**config.mk**
```make
export PLATFORM = sky130hd
export DESIGN_NAME = reader_response_frame_parser
export DESIGN_NICKNAME = d
export VERILOG_FILES = /design/src/hw/rtl/rrfp_pkg.sv /design/src/hw/rtl/rrfp_cfg_regs.sv /design/src/hw/rtl/rrfp_step.sv /design/src/hw/rtl/reader_response_frame_parser.sv
export SDC_FILE = /design/constraint.sdc
export NUM_CORES = 1
export LEC_CHECK = 0
export BUFFER_PORTS_ARGS = -buffer_cell sky130_fd_sc_hd__clkbuf_2
export CORE_ASPECT_RATIO = 0.5
export CORE_MARGIN = 2
export CORE_UTILIZATION = 39
export DETAILED_ROUTE_END_ITERATION = 7
export GPL_ROUTABILITY_DRIVEN = 0
export SLEW_MARGIN = 20
export SYNTH_ARGS = -nofsm -noshare
export SYNTH_HDL_FRONTEND = slang
export SYNTH_SLANG_ARGS = --single-unit
export TNS_END_PERCENT = 1
```
**constraint.sdc**
```tcl
create_clock -name i_clk -period 8.29 [get_ports i_clk]
set_input_delay 0.829 -clock i_clk [delete_from_list [all_inputs] [get_ports i_clk]]
set_output_delay 0.829 -clock i_clk [all_outputs]
set_load 0.01 [all_outputs]
```
**src/hw/rtl/rrfp_pkg.sv**
```systemverilog
package rrfp_pkg;

    // Fixed frame bytes.
    localparam logic [7:0] DIR_TO_HOST = 8'hD5;
    localparam logic [7:0] START_CODE2 = 8'hFF;
    localparam logic [7:0] START_ZERO  = 8'h00;

    // Configuration register indexes.
    localparam int CFG_IDX_W = 2;
    localparam logic [CFG_IDX_W-1:0] CFG_EXPECTED_COMMAND = 2'd0;
    localparam logic [CFG_IDX_W-1:0] CFG_BUFFER_CAPACITY  = 2'd1;

    // Register reset values.
    localparam logic [7:0] EXPECTED_COMMAND_RST = 8'd0;
    localparam logic [7:0] BUFFER_CAPACITY_RST  = 8'd255;

    // Final frame status codes.
    localparam logic [1:0] ST_OK      = 2'd0;
    localparam logic [1:0] ST_INVALID = 2'd1;
    localparam logic [1:0] ST_NOSPACE = 2'd2;

    // One received byte.
    typedef struct packed {
        logic [7:0] rx_byte;
        logic       frame_start;
    } t_in_beat;

    // One parser result.
    typedef struct packed {
        logic       payload_valid;
        logic [7:0] payload_byte;
        logic [7:0] payload_index;
        logic       done_res;
        logic [1:0] status;
        logic [7:0] payload_length;
    } t_out_beat;

    // Current configuration as seen by the parser.
    typedef struct packed {
        logic [7:0] expected_command;
        logic [7:0] buffer_capacity;
    } t_cfg;

endpackage

```
**src/hw/rtl/rrfp_cfg_regs.sv**
```systemverilog
module rrfp_cfg_regs
    import rrfp_pkg::*;
(
    input  logic                 i_clk,
    input  logic                 i_rst_n,
    input  logic                 i_cfg_we,
    input  logic [CFG_IDX_W-1:0] i_cfg_index,
    input  logic [7:0]           i_cfg_data,
    output t_cfg                 o_cfg
);

    t_cfg r_cfg;

    // Register writes; an index beyond the list is dropped.
    always_ff @(posedge i_clk) begin
        if (!i_rst_n) begin
            r_cfg.expected_command <= EXPECTED_COMMAND_RST;
            r_cfg.buffer_capacity  <= BUFFER_CAPACITY_RST;
        end else if (i_cfg_we) begin
            case (i_cfg_index)
                CFG_EXPECTED_COMMAND: r_cfg.expected_command <= i_cfg_data;
                CFG_BUFFER_CAPACITY:  r_cfg.buffer_capacity  <= i_cfg_data;
                default: ;
            endcase
        end
    end

    assign o_cfg = r_cfg;

endmodule

```
**src/hw/rtl/rrfp_step.sv**
```systemverilog
module rrfp_step
    import rrfp_pkg::*;
(
    input  logic      i_clk,
    input  logic      i_rst_n,
    input  logic      i_en,
    input  t_in_beat  i_beat,
    input  t_cfg      i_cfg,
    output t_out_beat o_res
);

    // Parser phases.
    localparam logic [3:0] PH_IDLE     = 4'd0;
    localparam logic [3:0] PH_START1   = 4'd1;
    localparam logic [3:0] PH_START2   = 4'd2;
    localparam logic [3:0] PH_LEN      = 4'd3;
    localparam logic [3:0] PH_LCS      = 4'd4;
    localparam logic [3:0] PH_DIR      = 4'd5;
    localparam logic [3:0] PH_RSP      = 4'd6;
    localparam logic [3:0] PH_DATA     = 4'd7;
    localparam logic [3:0] PH_DCS      = 4'd8;
    localparam logic [3:0] PH_POST     = 4'd9;
    localparam logic [3:0] PH_SKIPDATA = 4'd10;
    localparam logic [3:0] PH_SKIPDCS  = 4'd11;
    localparam logic [3:0] PH_SKIPPOST = 4'd12;

    logic [3:0] r_phase;
    logic [7:0] r_frame_length;
    logic [7:0] r_running_sum;
    logic [7:0] r_byte_count;

    logic [3:0] n_phase;
    logic [7:0] n_frame_length;
    logic [7:0] n_running_sum;
    logic [7:0] n_byte_count;

    logic [7:0] b;
    logic [7:0] plen;
    logic [7:0] count_inc;
    logic [7:0] sum_next;
    logic [3:0] cur_phase;
    t_out_beat  res;

    assign b         = i_beat.rx_byte;
    assign plen      = r_frame_length - 8'd2;
    assign count_inc = r_byte_count + 8'd1;
    assign sum_next  = r_running_sum + b;
    // A frame start byte is parsed as the first zero of a new frame.
    assign cur_phase = i_beat.frame_start ? PH_IDLE : r_phase;

    // Next state and result for the byte at hand.
    always_comb begin
        n_phase        = r_phase;
        n_frame_length = r_frame_length;
        n_running_sum  = r_running_sum;
        n_byte_count   = r_byte_count;
        res            = '0;

        if (i_beat.frame_start) begin
            if (b == START_ZERO) begin
                n_phase = PH_START1;
            end else begin
                res.done_res = 1'b1;
                res.status   = ST_INVALID;
                n_phase      = PH_IDLE;
            end
        end else begin
            case (cur_phase)
                PH_START1: begin
                    if (b == START_ZERO) begin
                        n_phase = PH_START2;
                    end else begin
                        res.done_res = 1'b1;
                        res.status   = ST_INVALID;
                        n_phase      = PH_IDLE;
                    end
                end
                PH_START2: begin
                    if (b == START_CODE2) begin
                        n_phase = PH_LEN;
                    end else begin
                        res.done_res = 1'b1;
                        res.status   = ST_INVALID;
                        n_phase      = PH_IDLE;
                    end
                end
                PH_LEN: begin
                    n_frame_length = b;
                    n_phase        = PH_LCS;
                end
                PH_LCS: begin
                    // Length checksum, and a length too short to hold D5 and RSP.
                    if ((r_frame_length + b) != 8'd0 || r_frame_length < 8'd2) begin
                        res.done_res = 1'b1;
                        res.status   = ST_INVALID;
                        n_phase      = PH_IDLE;
                    end else begin
                        n_phase = PH_DIR;
                    end
                end
                PH_DIR: begin
                    if (b == DIR_TO_HOST) begin
                        n_phase = PH_RSP;
                    end else begin
                        res.done_res = 1'b1;
                        res.status   = ST_INVALID;
                        n_phase      = PH_IDLE;
                    end
                end
                PH_RSP: begin
                    if (b != (i_cfg.expected_command + 8'd1)) begin
                        res.done_res = 1'b1;
                        res.status   = ST_INVALID;
                        n_phase      = PH_IDLE;
                    end else begin
                        n_running_sum = DIR_TO_HOST + b;
                        n_byte_count  = 8'd0;
                        if (plen > i_cfg.buffer_capacity) begin
                            n_phase = (plen == 8'd0) ? PH_SKIPDCS : PH_SKIPDATA;
                        end else begin
                            n_phase = (plen == 8'd0) ? PH_DCS : PH_DATA;
                        end
                    end
                end
                PH_DATA: begin
                    res.payload_valid = 1'b1;
                    res.payload_byte  = b;
                    res.payload_index = r_byte_count;
                    n_running_sum     = sum_next;
                    n_byte_count      = count_inc;
                    if (count_inc >= plen) begin
                        n_phase = PH_DCS;
                    end
                end
                PH_DCS: begin
                    if (sum_next != 8'd0) begin
                        res.done_res = 1'b1;
                        res.status   = ST_INVALID;
                        n_phase      = PH_IDLE;
                    end else begin
                        n_phase = PH_POST;
                    end
                end
                PH_POST: begin
                    res.done_res       = 1'b1;
                    res.status         = ST_OK;
                    res.payload_length = plen;
                    n_phase            = PH_IDLE;
                end
                PH_SKIPDATA: begin
                    n_byte_count = count_inc;
                    if (count_inc >= plen) begin
                        n_phase = PH_SKIPDCS;
                    end
                end
                PH_SKIPDCS: begin
                    n_phase = PH_SKIPPOST;
                end
                PH_SKIPPOST: begin
                    res.done_res = 1'b1;
                    res.status   = ST_NOSPACE;
                    n_phase      = PH_IDLE;
                end
                default: begin
                    // Idle bytes and unused codes leave the parser idle.
                    n_phase = PH_IDLE;
                end
            endcase
        end
    end

    // Parser state advances once per byte handed over.
    always_ff @(posedge i_clk) begin
        if (!i_rst_n) begin
            r_phase        <= PH_IDLE;
            r_frame_length <= 8'd0;
            r_running_sum  <= 8'd0;
            r_byte_count   <= 8'd0;
        end else if (i_en) begin
            r_phase        <= n_phase;
            r_frame_length <= n_frame_length;
            r_running_sum  <= n_running_sum;
            r_byte_count   <= n_byte_count;
        end
    end

    assign o_res = res;

`ifndef SYNTHESIS
    // The phase register never holds a code beyond the skip postamble.
    a_phase_range: assert property (@(posedge i_clk) disable iff (!i_rst_n)
        r_phase <= PH_SKIPPOST)
        else $error("parser phase out of range");

    // Payload bytes are only streamed with a payload index below the length.
    a_index_bound: assert property (@(posedge i_clk) disable iff (!i_rst_n)
        (r_phase == PH_DATA) |-> (r_byte_count < plen))
        else $error("payload index past frame length");

    // A checked response code always leads into payload, checksum or skip phases.
    a_rsp_exit: assert property (@(posedge i_clk) disable iff (!i_rst_n)
        (i_en && !i_beat.frame_start && r_phase == PH_RSP && !res.done_res) |=>
        (r_phase == PH_DATA || r_phase == PH_DCS ||
         r_phase == PH_SKIPDATA || r_phase == PH_SKIPDCS))
        else $error("bad phase after response code");
`endif

endmodule

```
**src/hw/rtl/reader_response_frame_parser.sv**
```systemverilog
// Channel  Direction  Handshake                   Payload
// in       input      i_in_valid / o_in_ready     i_in_data  (t_in_beat)
// out      output     o_out_valid / i_out_ready   o_out_data (t_out_beat)
// cfg      input      i_cfg_we (no wait)          i_cfg_index, i_cfg_data
//
// Every byte yields one result beat; one byte is taken per cycle while the
// output is not stalled. A byte is held in the input register, and its result
// is then registered in the result register.
// The parser step between the registers is combinational compares and adds.
// Reset is synchronous, active low, and leaves the parser idle with an empty
// pipeline; a stall on the output holds the result and, once the input
// register is also full, drops o_in_ready.
module reader_response_frame_parser
    import rrfp_pkg::*;
(
    input  logic                 i_clk,
    input  logic                 i_rst_n,
    input  logic                 i_in_valid,
    output logic                 o_in_ready,
    input  t_in_beat             i_in_data,
    output logic                 o_out_valid,
    input  logic                 i_out_ready,
    output t_out_beat            o_out_data,
    input  logic                 i_cfg_we,
    input  logic [CFG_IDX_W-1:0] i_cfg_index,
    input  logic [7:0]           i_cfg_data
);

    logic      r_in_valid;
    t_in_beat  r_in_data;
    logic      r_out_valid;
    t_out_beat r_out_data;

    logic      advance;
    logic      in_fire;
    t_cfg      cfg;
    t_out_beat step_res;

    // The held byte moves on when the result register is free or being drained.
    assign advance    = r_in_valid && (!r_out_valid || i_out_ready);
    assign o_in_ready = !r_in_valid || advance;
    assign in_fire    = i_in_valid && o_in_ready;

    rrfp_cfg_regs u_cfg (
        .i_clk       (i_clk),
        .i_rst_n     (i_rst_n),
        .i_cfg_we    (i_cfg_we),
        .i_cfg_index (i_cfg_index),
        .i_cfg_data  (i_cfg_data),
        .o_cfg       (cfg)
    );

    rrfp_step u_step (
        .i_clk   (i_clk),
        .i_rst_n (i_rst_n),
        .i_en    (advance),
        .i_beat  (r_in_data),
        .i_cfg   (cfg),
        .o_res   (step_res)
    );

    // Input register.
    always_ff @(posedge i_clk) begin
        if (!i_rst_n) begin
            r_in_valid <= 1'b0;
        end else if (in_fire) begin
            r_in_valid <= 1'b1;
        end else if (advance) begin
            r_in_valid <= 1'b0;
        end
    end

    always_ff @(posedge i_clk) begin
        if (in_fire) begin
            r_in_data <= i_in_data;
        end
    end

    // Result register.
    always_ff @(posedge i_clk) begin
        if (!i_rst_n) begin
            r_out_valid <= 1'b0;
        end else if (advance) begin
            r_out_valid <= 1'b1;
        end else if (i_out_ready) begin
            r_out_valid <= 1'b0;
        end
    end

    always_ff @(posedge i_clk) begin
        if (advance) begin
            r_out_data <= step_res;
        end
    end

    assign o_out_valid = r_out_valid;
    assign o_out_data  = r_out_data;

`ifndef SYNTHESIS
    // A result beat never carries a payload byte and a final status together.
    a_excl: assert property (@(posedge i_clk) disable iff (!i_rst_n)
        o_out_valid |-> !(o_out_data.payload_valid && o_out_data.done_res))
        else $error("payload and done in one beat");

    // A non-ok status or a length appears only with done.
    a_status_done: assert property (@(posedge i_clk) disable iff (!i_rst_n)
        (o_out_valid && (o_out_data.status != ST_OK ||
                         o_out_data.payload_length != 8'd0)) |-> o_out_data.done_res)
        else $error("status without done");

    // A length is reported only on an ok frame.
    a_len_ok: assert property (@(posedge i_clk) disable iff (!i_rst_n)
        (o_out_valid && o_out_data.payload_length != 8'd0) |->
        (o_out_data.status == ST_OK))
        else $error("length on failed frame");

    // With both registers full and the output stalled, no byte is taken.
    a_full_stall: assert property (@(posedge i_clk) disable iff (!i_rst_n)
        (r_in_valid && r_out_valid && !i_out_ready) |-> !o_in_ready)
        else $error("byte taken while pipeline full");

    // A taken result is followed by a new one only if a byte was pending.
    a_drain: assert property (@(posedge i_clk) disable iff (!i_rst_n)
        (o_out_valid && i_out_ready && !r_in_valid) |=> !o_out_valid)
        else $error("result invented");
`endif

endmodule
```
======== After elaboration in Yosys (flattened, before gate mapping) ========
Index checks and enable logic that the tools add are counted.
storage, ports and cells
  register bits after elaboration ......... 83
  output and inout port bits .............. 30
  logic and storage cells ................. 104
  bits of input ports ..................... 24
operators by class
  order comparisons ....................... 3
  equal/unequal tests ..................... 19
  $add $sub $neg .......................... 6
  bitwise gates (word level) .............. 3
  reduce and logical (&&, ||, !) cells .... 25
  muxes and demuxes ....................... 32
operators by type and width
  operator             count
  $pmux 4 s10          1
  $mux 4               8
  $pmux 8 s2           2
  $mux 3               9
  $pmux 3 s8           1
  $eq 4x4->1 const B   5
  $mux 17              1
  $add 8x1->8 const B  2
  $add 8x8->8          2
  $eq 4x3->1 const B   4
  $eq 8x8->1 const B   2
  $logic_not 8->1      2
  $mux 8               2
  $reduce_bool 8->1    2
  $add 8x8->8 const A  1
  $eq 4x2->1 const B   2
  $ge 8x8->1           1
  $gt 8x8->1           1
  $lt 8x2->1 const B   1
  $ne 8x8->1           1
  $reduce_and 4->1     2
  $reduce_bool 2->1    4
  $sub 8x2->8 const B  1
  $mux 1               6
  13 further kinds     25

======== Longest topological paths before layout ========
Gate-level depths: netlist (run 1).
  depth in word-level cells ............... 7
  gate-level depth with buffers ........... 14
  gate-level depth less buffers ........... 14

======== Modules after synthesis ========
A second synthesis (run 1) with hierarchy kept.
second synthesis, totals
  cell total of the unflattened synthesis .. 554
  area, all modules ....................... 5,424.0 um^2
modules (own cells, without submodules)
  module                        times used  seq. area each (um^2)  cells each  area each (um^2)
  rrfp_step                     1           560.5                  436         3,475.8
  reader_response_frame_parser  1           1,151.1                46          1,214.9
  rrfp_cfg_regs                 1           320.3                  72          733.2

======== Least setup slack after synthesis (run 1) ========
No wires, ideal clock.
  path type ............................... reg2reg
  start point ............................. register u_step.r_frame_length[1]
  end point ............................... register u_step.r_phase[0]
  path slack .............................. 4.935 ns
  data arrival time ....................... 3.239 ns
  path buffers ............................ 0
  setup time .............................. 0.116 ns
  cell stages (with the launch flop) ...... 14
  required time ........................... 8.174 ns
  clock period less this slack ............ 3.355 ns
  path through ............................ dfxtp_1 inv_1 ha_1 xor2_1 ha_1 nand4_1 mux2i_1 a21o_1 maj3_1 maj3_1 maj3_1 ha_1 o2111ai_1 a41o_1
on the way
  longest elaborated chain between the ends .. 7
  elaborated cells between the ends (all ways) .. 18
  those cells by class .................... add/sub: 2; order compare: 3; eq/ne: 2; mux: 7; reduce/logical: 4
ends and longest elaborated chain
  element                                                             RTL line          source
  from (decl)                                                         rrfp_step.sv:28   logic [7:0] r_frame_length;
  from (signal assigned)                                              rrfp_step.sv:181  r_frame_length <= n_frame_length;
  $sub 8x2->8 *                                                       rrfp_step.sv:45   assign plen = r_frame_length - 8'd2;
  via u_step.plen[1]                                                  rrfp_step.sv:38   logic [7:0] plen;
  parallel branches: the longest is 6 deep, another holds $gt 8x8->1  -
  to (signal assigned)                                                rrfp_step.sv:180  r_phase <= n_phase;
  to (decl)                                                           rrfp_step.sv:27   logic [3:0] r_phase;
Mark *: on every way through the listed nets, which the timed path passes.
A chain may end at the register's enable or synchronous reset.

======== Worst setup path in the final report (run 1) ========
Same ends and word-level chain as after synthesis.

==> results of run 1 <==
==> worst max-delay path: stages, from the launching register on <==
cell       delay, ns
dfxtp_1         0.47
inv_1           0.15
ha_1            0.26
xor2_1          0.30
ha_1            0.31
nand4_1         0.10
mux2i_1         0.08
a21o_1          0.16
maj3_1          0.36
maj3_1          0.36
maj3_1          0.41
ha_1            0.30
o2111ai_1       0.12
a41o_1          0.25
==> flip-flops by register name, summed over array words and instances, names as in the netlist <==
signal,cells
o_out_data,28
r_in_data,9
r_in_valid,1
u_step.r_byte_count,8
u_cfg.o_cfg,16
u_step.r_frame_length,8
u_step.r_phase,4
u_step.r_running_sum,8
o_out_valid,1
==> worst min-delay path by stage <==
stage,startpoint,endpoint,cells past startpoint
6_report,u_step.r_running_sum[3]$_SDFFE_PN0P_,u_step.r_running_sum[3]$_SDFFE_PN0P_,2
5_1_grt,u_step.r_running_sum[6]$_SDFFE_PN0P_,u_step.r_running_sum[6]$_SDFFE_PN0P_,2
4_1_cts,u_step.r_running_sum[6]$_SDFFE_PN0P_,u_step.r_running_sum[6]$_SDFFE_PN0P_,2
3_5_place_dp,u_step.r_running_sum[6]$_SDFFE_PN0P_,u_step.r_running_sum[6]$_SDFFE_PN0P_,2
3_3_place_gp,u_step.r_running_sum[3]$_SDFFE_PN0P_,u_step.r_running_sum[3]$_SDFFE_PN0P_,2
2_1_floorplan,u_step.r_running_sum[4]$_SDFFE_PN0P_,u_step.r_running_sum[4]$_SDFFE_PN0P_,2
==> layout by cell type, fill, tap and decap left out, types with 3 or more instances in the layout <==
master and instances:
nor2_1 57, clkbuf_2 53, nand2_1 49, dfxtp_1 46, edfxtp_1 37, ha_1 33, a21oi_1 26, nand3_1 24
inv_1 23, nor2b_1 19, and2_1 19, o21ai_0 19, xnor2_1 16, xor2_1 16, mux2i_1 16, o21ai_1 12
nor3_1 10, nand4_1 9, clkbuf_16 9, nand2b_1 8, nor3b_1 8, o22ai_1 7, o21a_1 6, and3_1 6
o211ai_1 6, or3_1 5, a31oi_1 4, a211o_1 4, a22oi_1 4, nand3b_1 3, a21o_1 3, maj3_1 3
a211oi_1 3, buf_4 3
==> metal layers <==
| layer | global-route usage (%) | vias to the layer above | part of all wire, % |
|---|---|---|---|
| met3 | 5.32 | 15 | 6.8 |
| met4 | 4.08 | 0 | 1.1 |
| li1 | - | 2145 | - |
| met5 | 0 | - | 0 |
| met2 | 25.6 | 119 | 39 |
| met1 | 27.7 | 1971 | 53 |
==> logic make-up after synthesis <==
logic type / Yosys count / synth area share, %
flops: 83 / 39.4
mux: 16 / 3.11
compound gates: 119 / 15.5
buf+inv: 51 / 3.89
xor+xnor: 32 / 5.44
simple gates: 232 / 23.2
fa+ha+maj: 38 / 9.37
==> report_power, final <==
group	total [mW]	switching (mW)	internal, mW
logic	0.0833	0.0466	0.0367
clock network	0.413	0.178	0.235
registers	0.455	0.0156	0.439
==> through the flow <==
| stage | std cells | power [mW] |
|---|---|---|
| detailed placement | 770 | 0.547 |
| finish | 786 | 0.951 |
| global placement | 770 | 0.546 |
| global route | 786 | 0.987 |
| floorplan | 571 | 0.518 |
| CTS | 786 | 0.959 |
==> cell type report <==
type	count	area (um2)	area share (%)
clock buffer	9	225	3.85
clock inverter	7	75.1	1.28
inverter	24	90.1	1.54
multi-input combinational	437	2920	50.0
sequential	83	2030	34.8
tap	170	213	3.64
timing repair buffer	56	288	4.93
==> flow_metrics.tcl, run 1 <==
set metrics [dict create \
    setup_violations 0 \
    worst_ep_arrival_time_ns 3.97 \
    critPathKind "register to register" \
    cts_setup_buffers 0 \
    grt_max_degree 44 \
    power.leakage_nw 2.42 \
    clockBufferDepth 2 \
    ff2ff_path_depth 13 \
    overflow 0 \
    yosys.area.top_type "edfxtp_1" \
    utilization_pct 45.7 \
    rows 29 \
    setup_ws_ns 4.57 \
    cp_max_fo 7 \
    die_h_um 85.3 \
    hold_path_class "register to register" \
    final_nets 670 \
    fill_cells 1264 \
    finClkSkew_ns 0.0100 \
    ys_top_cells_by_area "edfxtp_1, dfxtp_1, ha_1" \
    synth-main-ff-cell "dfxtp_1" \
    endpoint "u_step.r_phase[0]$_SDFFE_PN0P_" \
    wl_per_cell_um 16.1 \
    clock_sinks 83 \
    routed_wl_mm 12.6 \
    syn_inst 571 \
    cts-resized-gates 0 \
    dieArea_mm2 0.0142 \
    fmax_mhz 269 \
    clk_latency_ns 0.35 \
    io_pins 54 \
    peakVddDrop_mv 0.0856 \
    vias 4250 \
    dieWidth_um 167 \
    diodes 0 \
    synth_seq_cells 83 \
    avgSynthCellArea_um2 9.02 \
    grt_pass1_wl_mm 20.6 \
    worstSetupStartpoint "u_step.r_frame_length[1]$_SDFFE_PN0P_" \
    finalCritPeriodShare_pct 44.9 \
    pre_cts_ws_ns 4.58 \
    hold_viol_final 0 \
    cts_buffers 9 \
    final_cell_area_mm2 0.00584 \
    dpl-instance-area_mm2 0.00554 \
    root_buffer "clkbuf_16" \
    cts_tree "yes" \
    initialDrtViolationCount 284 \
    r2r_end "u_step.r_phase[0]$_SDFFE_PN0P_" \
    cp-start-kind "register" \
    synth_area_mm2 0.00515 \
    synthArstFlopShare_pct 0 \
    yosys.cell_count.top_type "nor2_1" \
    setup_tns_ns 0 \
    drt-vias-per-instance 5.41 \
    crit_required_ns 8.53 \
    antenna_found_initial 0 \
    hpwl_mm 9.40 \
    outcome "complete, no violations" \
    ys_types 66 \
    crit_path_end_kind "register" \
    core-area_mm2 0.0128 \
    ctsHoldBuffers 0 \
    first_pass_iters 5 \
    h-tree-depth 3 \
    io_buffers 53 \
    ant_nets 0 \
    yosysTopAreaCellShare_pct 21.6 \
    drc 0 \
    max_cap_violations 0 \
    syn2layout_area_growth_pct 13.4 \
    tightestPinTransition_ns 0.634 \
    path_clk_slew_ns 0.06 \
    drive_gt1_share_pct 13.0 \
    holdWs_ns 0.461 \
    r2r-start "u_step.r_frame_length[1]$_SDFFE_PN0P_" \
    synth_edf_count 37 \
    rsz0062_at_grt "false" \
    ys_warn_count 0 \
    grt_pass1_vias 3952 \
    reg2reg_slack_ns 4.57 \
    grtUsageTotal_pct 18.4 \
    yosysSeqAreaShare_pct 39.4 \
    start_util_pct 40.3 \
    synth_nets 630 \
    pwr_density_cell_mw_per_mm2 163 \
    slew_headroom_pct 57.4 \
    synthTopCellsByCount "nor2_1, nand2_1, dfxtp_1, edfxtp_1, ha_1" \
    min_period_ns 3.72 \
    drv_slew 0 \
]
No activity file was read; power rests on OpenSTA's default activity.
==> run 2: changes to the inputs <==
--- a/config.mk
+++ b/config.mk
@@ -5,6 +5,7 @@
 export SDC_FILE = /design/constraint.sdc
 export NUM_CORES = 1
 export LEC_CHECK = 0
+export ABC_AREA = 1
 export BUFFER_PORTS_ARGS = -buffer_cell sky130_fd_sc_hd__clkbuf_2
 export CORE_ASPECT_RATIO = 0.5
 export CORE_MARGIN = 2
==> constraint.sdc (replaced) <==
create_clock -name i_clk -period 3.7 [get_ports i_clk]
set_input_delay 0.37 -clock i_clk [delete_from_list [all_inputs] [get_ports i_clk]]
set_output_delay 0.37 -clock i_clk [all_outputs]
set_load 0.01 [all_outputs]
==> run 2 against run 1 <==
Against the previous run: clock power increased by 120%; routed wire length increased by 2.1%; first-iteration DRC count increased by 10%; non-clock buffer count shrank 1; critical path type unchanged; largest power group unchanged.
==> flow_metrics.tcl, run 2 <==
set metrics [dict create \
    outcome "complete, no violations" \
    overflow 0 \
    grt_pass1_vias 4265 \
    synth_nets 765 \
    yosysTopAreaCellShare_pct 21.2 \
    io_buffers 53 \
    yosysSeqAreaShare_pct 38.7 \
    setup_tns_ns 0 \
    drt-vias-per-instance 4.89 \
    final_cell_area_mm2 0.00597 \
    vias 4563 \
    initialDrtViolationCount 313 \
    first_pass_iters 6 \
    core-area_mm2 0.0129 \
    hold_viol_final 0 \
    dieWidth_um 168 \
    p_int_mw 1.58 \
    ys_top_cells_by_area "edfxtp_1, dfxtp_1, nand2_1" \
    syn_inst 706 \
    grtUsageTotal_pct 19.3 \
    grt_pass1_wl_mm 21.6 \
    drv_slew 0 \
    setup_violations 0 \
    rsz0062_at_grt "false" \
    ant_nets 0 \
    swShare_pct 25.3 \
    clockBufferDepth 2 \
    hold_path_class "primary input to register" \
    holdWs_ns 0.194 \
    synth_area_mm2 0.00525 \
    utilization_pct 46.2 \
    grt_max_degree 28 \
    synth_top_family_by_area "simple AND/OR/NAND/NOR gates" \
    cts_tree "yes" \
    wl_per_cell_um 13.8 \
    synth-main-ff-cell "dfxtp_1" \
    io_pins 54 \
    rows 29 \
    max_cap_violations 0 \
    peakVddDrop_mv 0.225 \
    path_clk_slew_ns 0.07 \
    seq_power_share_pct 47.9 \
    clock_sinks 83 \
    critPathKind "register to register" \
    die_h_um 86.0 \
    cp_max_fo 7 \
    synth_fa_ha_area_share_pct 8.63 \
    syn2layout_area_growth_pct 13.7 \
    synth_edf_count 37 \
    clkPwrFrac_pct 43.3 \
    drc 0 \
    dpl-instance-area_mm2 0.00567 \
    drive_gt1_share_pct 13.9 \
    clk_latency_ns 0.35 \
    power.leakage_nw 2.78 \
    final_cell_mix "nand2_1, inv_1, nor2_1" \
    p_switching_mw 0.537 \
    worst_ep_arrival_time_ns 3.58 \
    avgSynthCellArea_um2 7.43 \
    min_period_ns 3.32 \
    final_nets 818 \
    cp-start-kind "register" \
    h-tree-depth 3 \
    synthXorXnorAreaFrac_pct 2.84 \
    cts_setup_buffers 0 \
    start_util_pct 40.6 \
    pwr_density_cell_mw_per_mm2 355 \
    reg2reg_slack_ns 0.38 \
    slew_headroom_pct 40.9 \
    synth_mux_area_share_pct 0 \
    synthSimpleGateAreaFrac_pct 29.8 \
    ys_warn_count 0 \
    ctsHoldBuffers 0 \
    synth_compound_area_share_pct 10.7 \
    synthTopCellsByCount "nand2_1, inv_1, nor2_1, nand3_1, a21oi_1" \
    crit_path_end_kind "register" \
    combPwrFrac_pct 8.8 \
    yosys.cell_count.top_type "nand2_1" \
    yosys.area.top_type "edfxtp_1" \
    routed_wl_mm 12.9 \
    fmax_mhz 301 \
    finalCritPeriodShare_pct 89.7 \
    ys_types 45 \
    cts-resized-gates 0 \
    root_buffer "clkbuf_16" \
    diodes 0 \
    finClkSkew_ns 0.0122 \
    hpwl_mm 9.81 \
    crit_required_ns 3.97 \
    final_common_cell "nand2_1" \
    largest_register_ffs 28 \
    cts_buffers 9 \
    tightestPinTransition_ns 0.883 \
    antenna_found_initial 0 \
    synth_seq_cells 83 \
    synthArstFlopShare_pct 0 \
    dieArea_mm2 0.0145 \
]
==> run 2: changes by cell type in the layout (fill, tap and decap cells not counted), sizes merged, moves of 18 or more <==
| cell | previous run | this run |
|---|---|---|
| and2 | 19 | 1 |
| inv | 26 | 111 |
| a21oi | 26 | 51 |
| nor2b | 19 | 0 |
| nor2 | 57 | 89 |
| nand2 | 49 | 170 |
| nand3 | 24 | 55 |
==> run 2: path summary, 6_finish.rpt <==
check,start,endpoint,cells after the start
worst max register to register,u_step.r_frame_length[1]$_SDFFE_PN0P_,u_step.r_phase[0]$_SDFFE_PN0P_,18
worst max-delay path,u_step.r_frame_length[1]$_SDFFE_PN0P_,u_step.r_phase[0]$_SDFFE_PN0P_,18
worst min-delay path,i_in_data[0],r_in_data[0]$_DFFE_PP_,1
worst min register to register,u_step.r_running_sum[5]$_SDFFE_PN0P_,u_step.r_running_sum[5]$_SDFFE_PN0P_,2
==> run 2: stage by stage <==
| stage | setup slack, ns | total power [mW] | instances |
|---|---|---|---|
| 6_report | 0.382 | 2.12 | 934 |
| 5_1_grt | 0.0553 | 2.22 | 934 |
| 4_1_cts | 0.386 | 2.14 | 934 |
| 3_5_place_dp | 0.416 | 1.22 | 918 |
| 3_3_place_gp | 0.560 | 1.22 | 918 |
| 2_1_floorplan | 1.00 | 1.16 | 706 |
==> run 2: area by class of cell <==
type,count,area (um2)
timing repair buffer,55,280
clock inverter,7,76.3
clock buffer,9,225
sequential,83,2030
fill,1290,6950
tap,170,213
multi-input combinational,500,2730
inverter,110,413
==> run 2: power by group through the flow <==
stage	logic (mW)	clock network, mW	registers [mW]
3_3_place_gp	0.186	0	1.04
4_1_cts	0.189	0.934	1.02
5_1_grt	0.216	0.982	1.02
3_5_place_dp	0.188	0	1.04
6_report	0.187	0.918	1.02
2_1_floorplan	0.127	0	1.03
==> run 2: metal layers <==
layer  GRT usage (%)  part of all wire, %  wire (um)
met5               0                    0          0
met4            5.33                  1.3        172
met3            3.65                  4.2        536
met2            30.1                   42       5400
met1            27.4                   53       6780
==> run 2: logic make-up (layout without fill, tap and decap cells) <==
kind of cell / count (synthesis) / in the layout
flip-flops: 83 / 83
AO/OA/AOI/OAI: 99 / 99
adder cells (fa/ha/maj): 35 / 35
AND/OR/NAND/NOR: 349 / 349
XOR/XNOR: 17 / 17
buffers and inverters: 123 / 181
==> run 2: critical path, stage by stage, from the launching register on <==
cell and delay, ns:
dfxtp_1 0.50, inv_1 0.18, ha_1 0.26, xnor2_1 0.29
inv_1 0.11, ha_1 0.28, nand2_1 0.08, o21ai_0 0.08
o21ai_0 0.07, o21ai_0 0.09, o21ai_0 0.08, a21oi_1 0.08
o21ai_0 0.42, ha_1 0.33, inv_1 0.05, nand3_1 0.07
nand4_1 0.10, nand2_1 0.06, a21oi_1 0.10
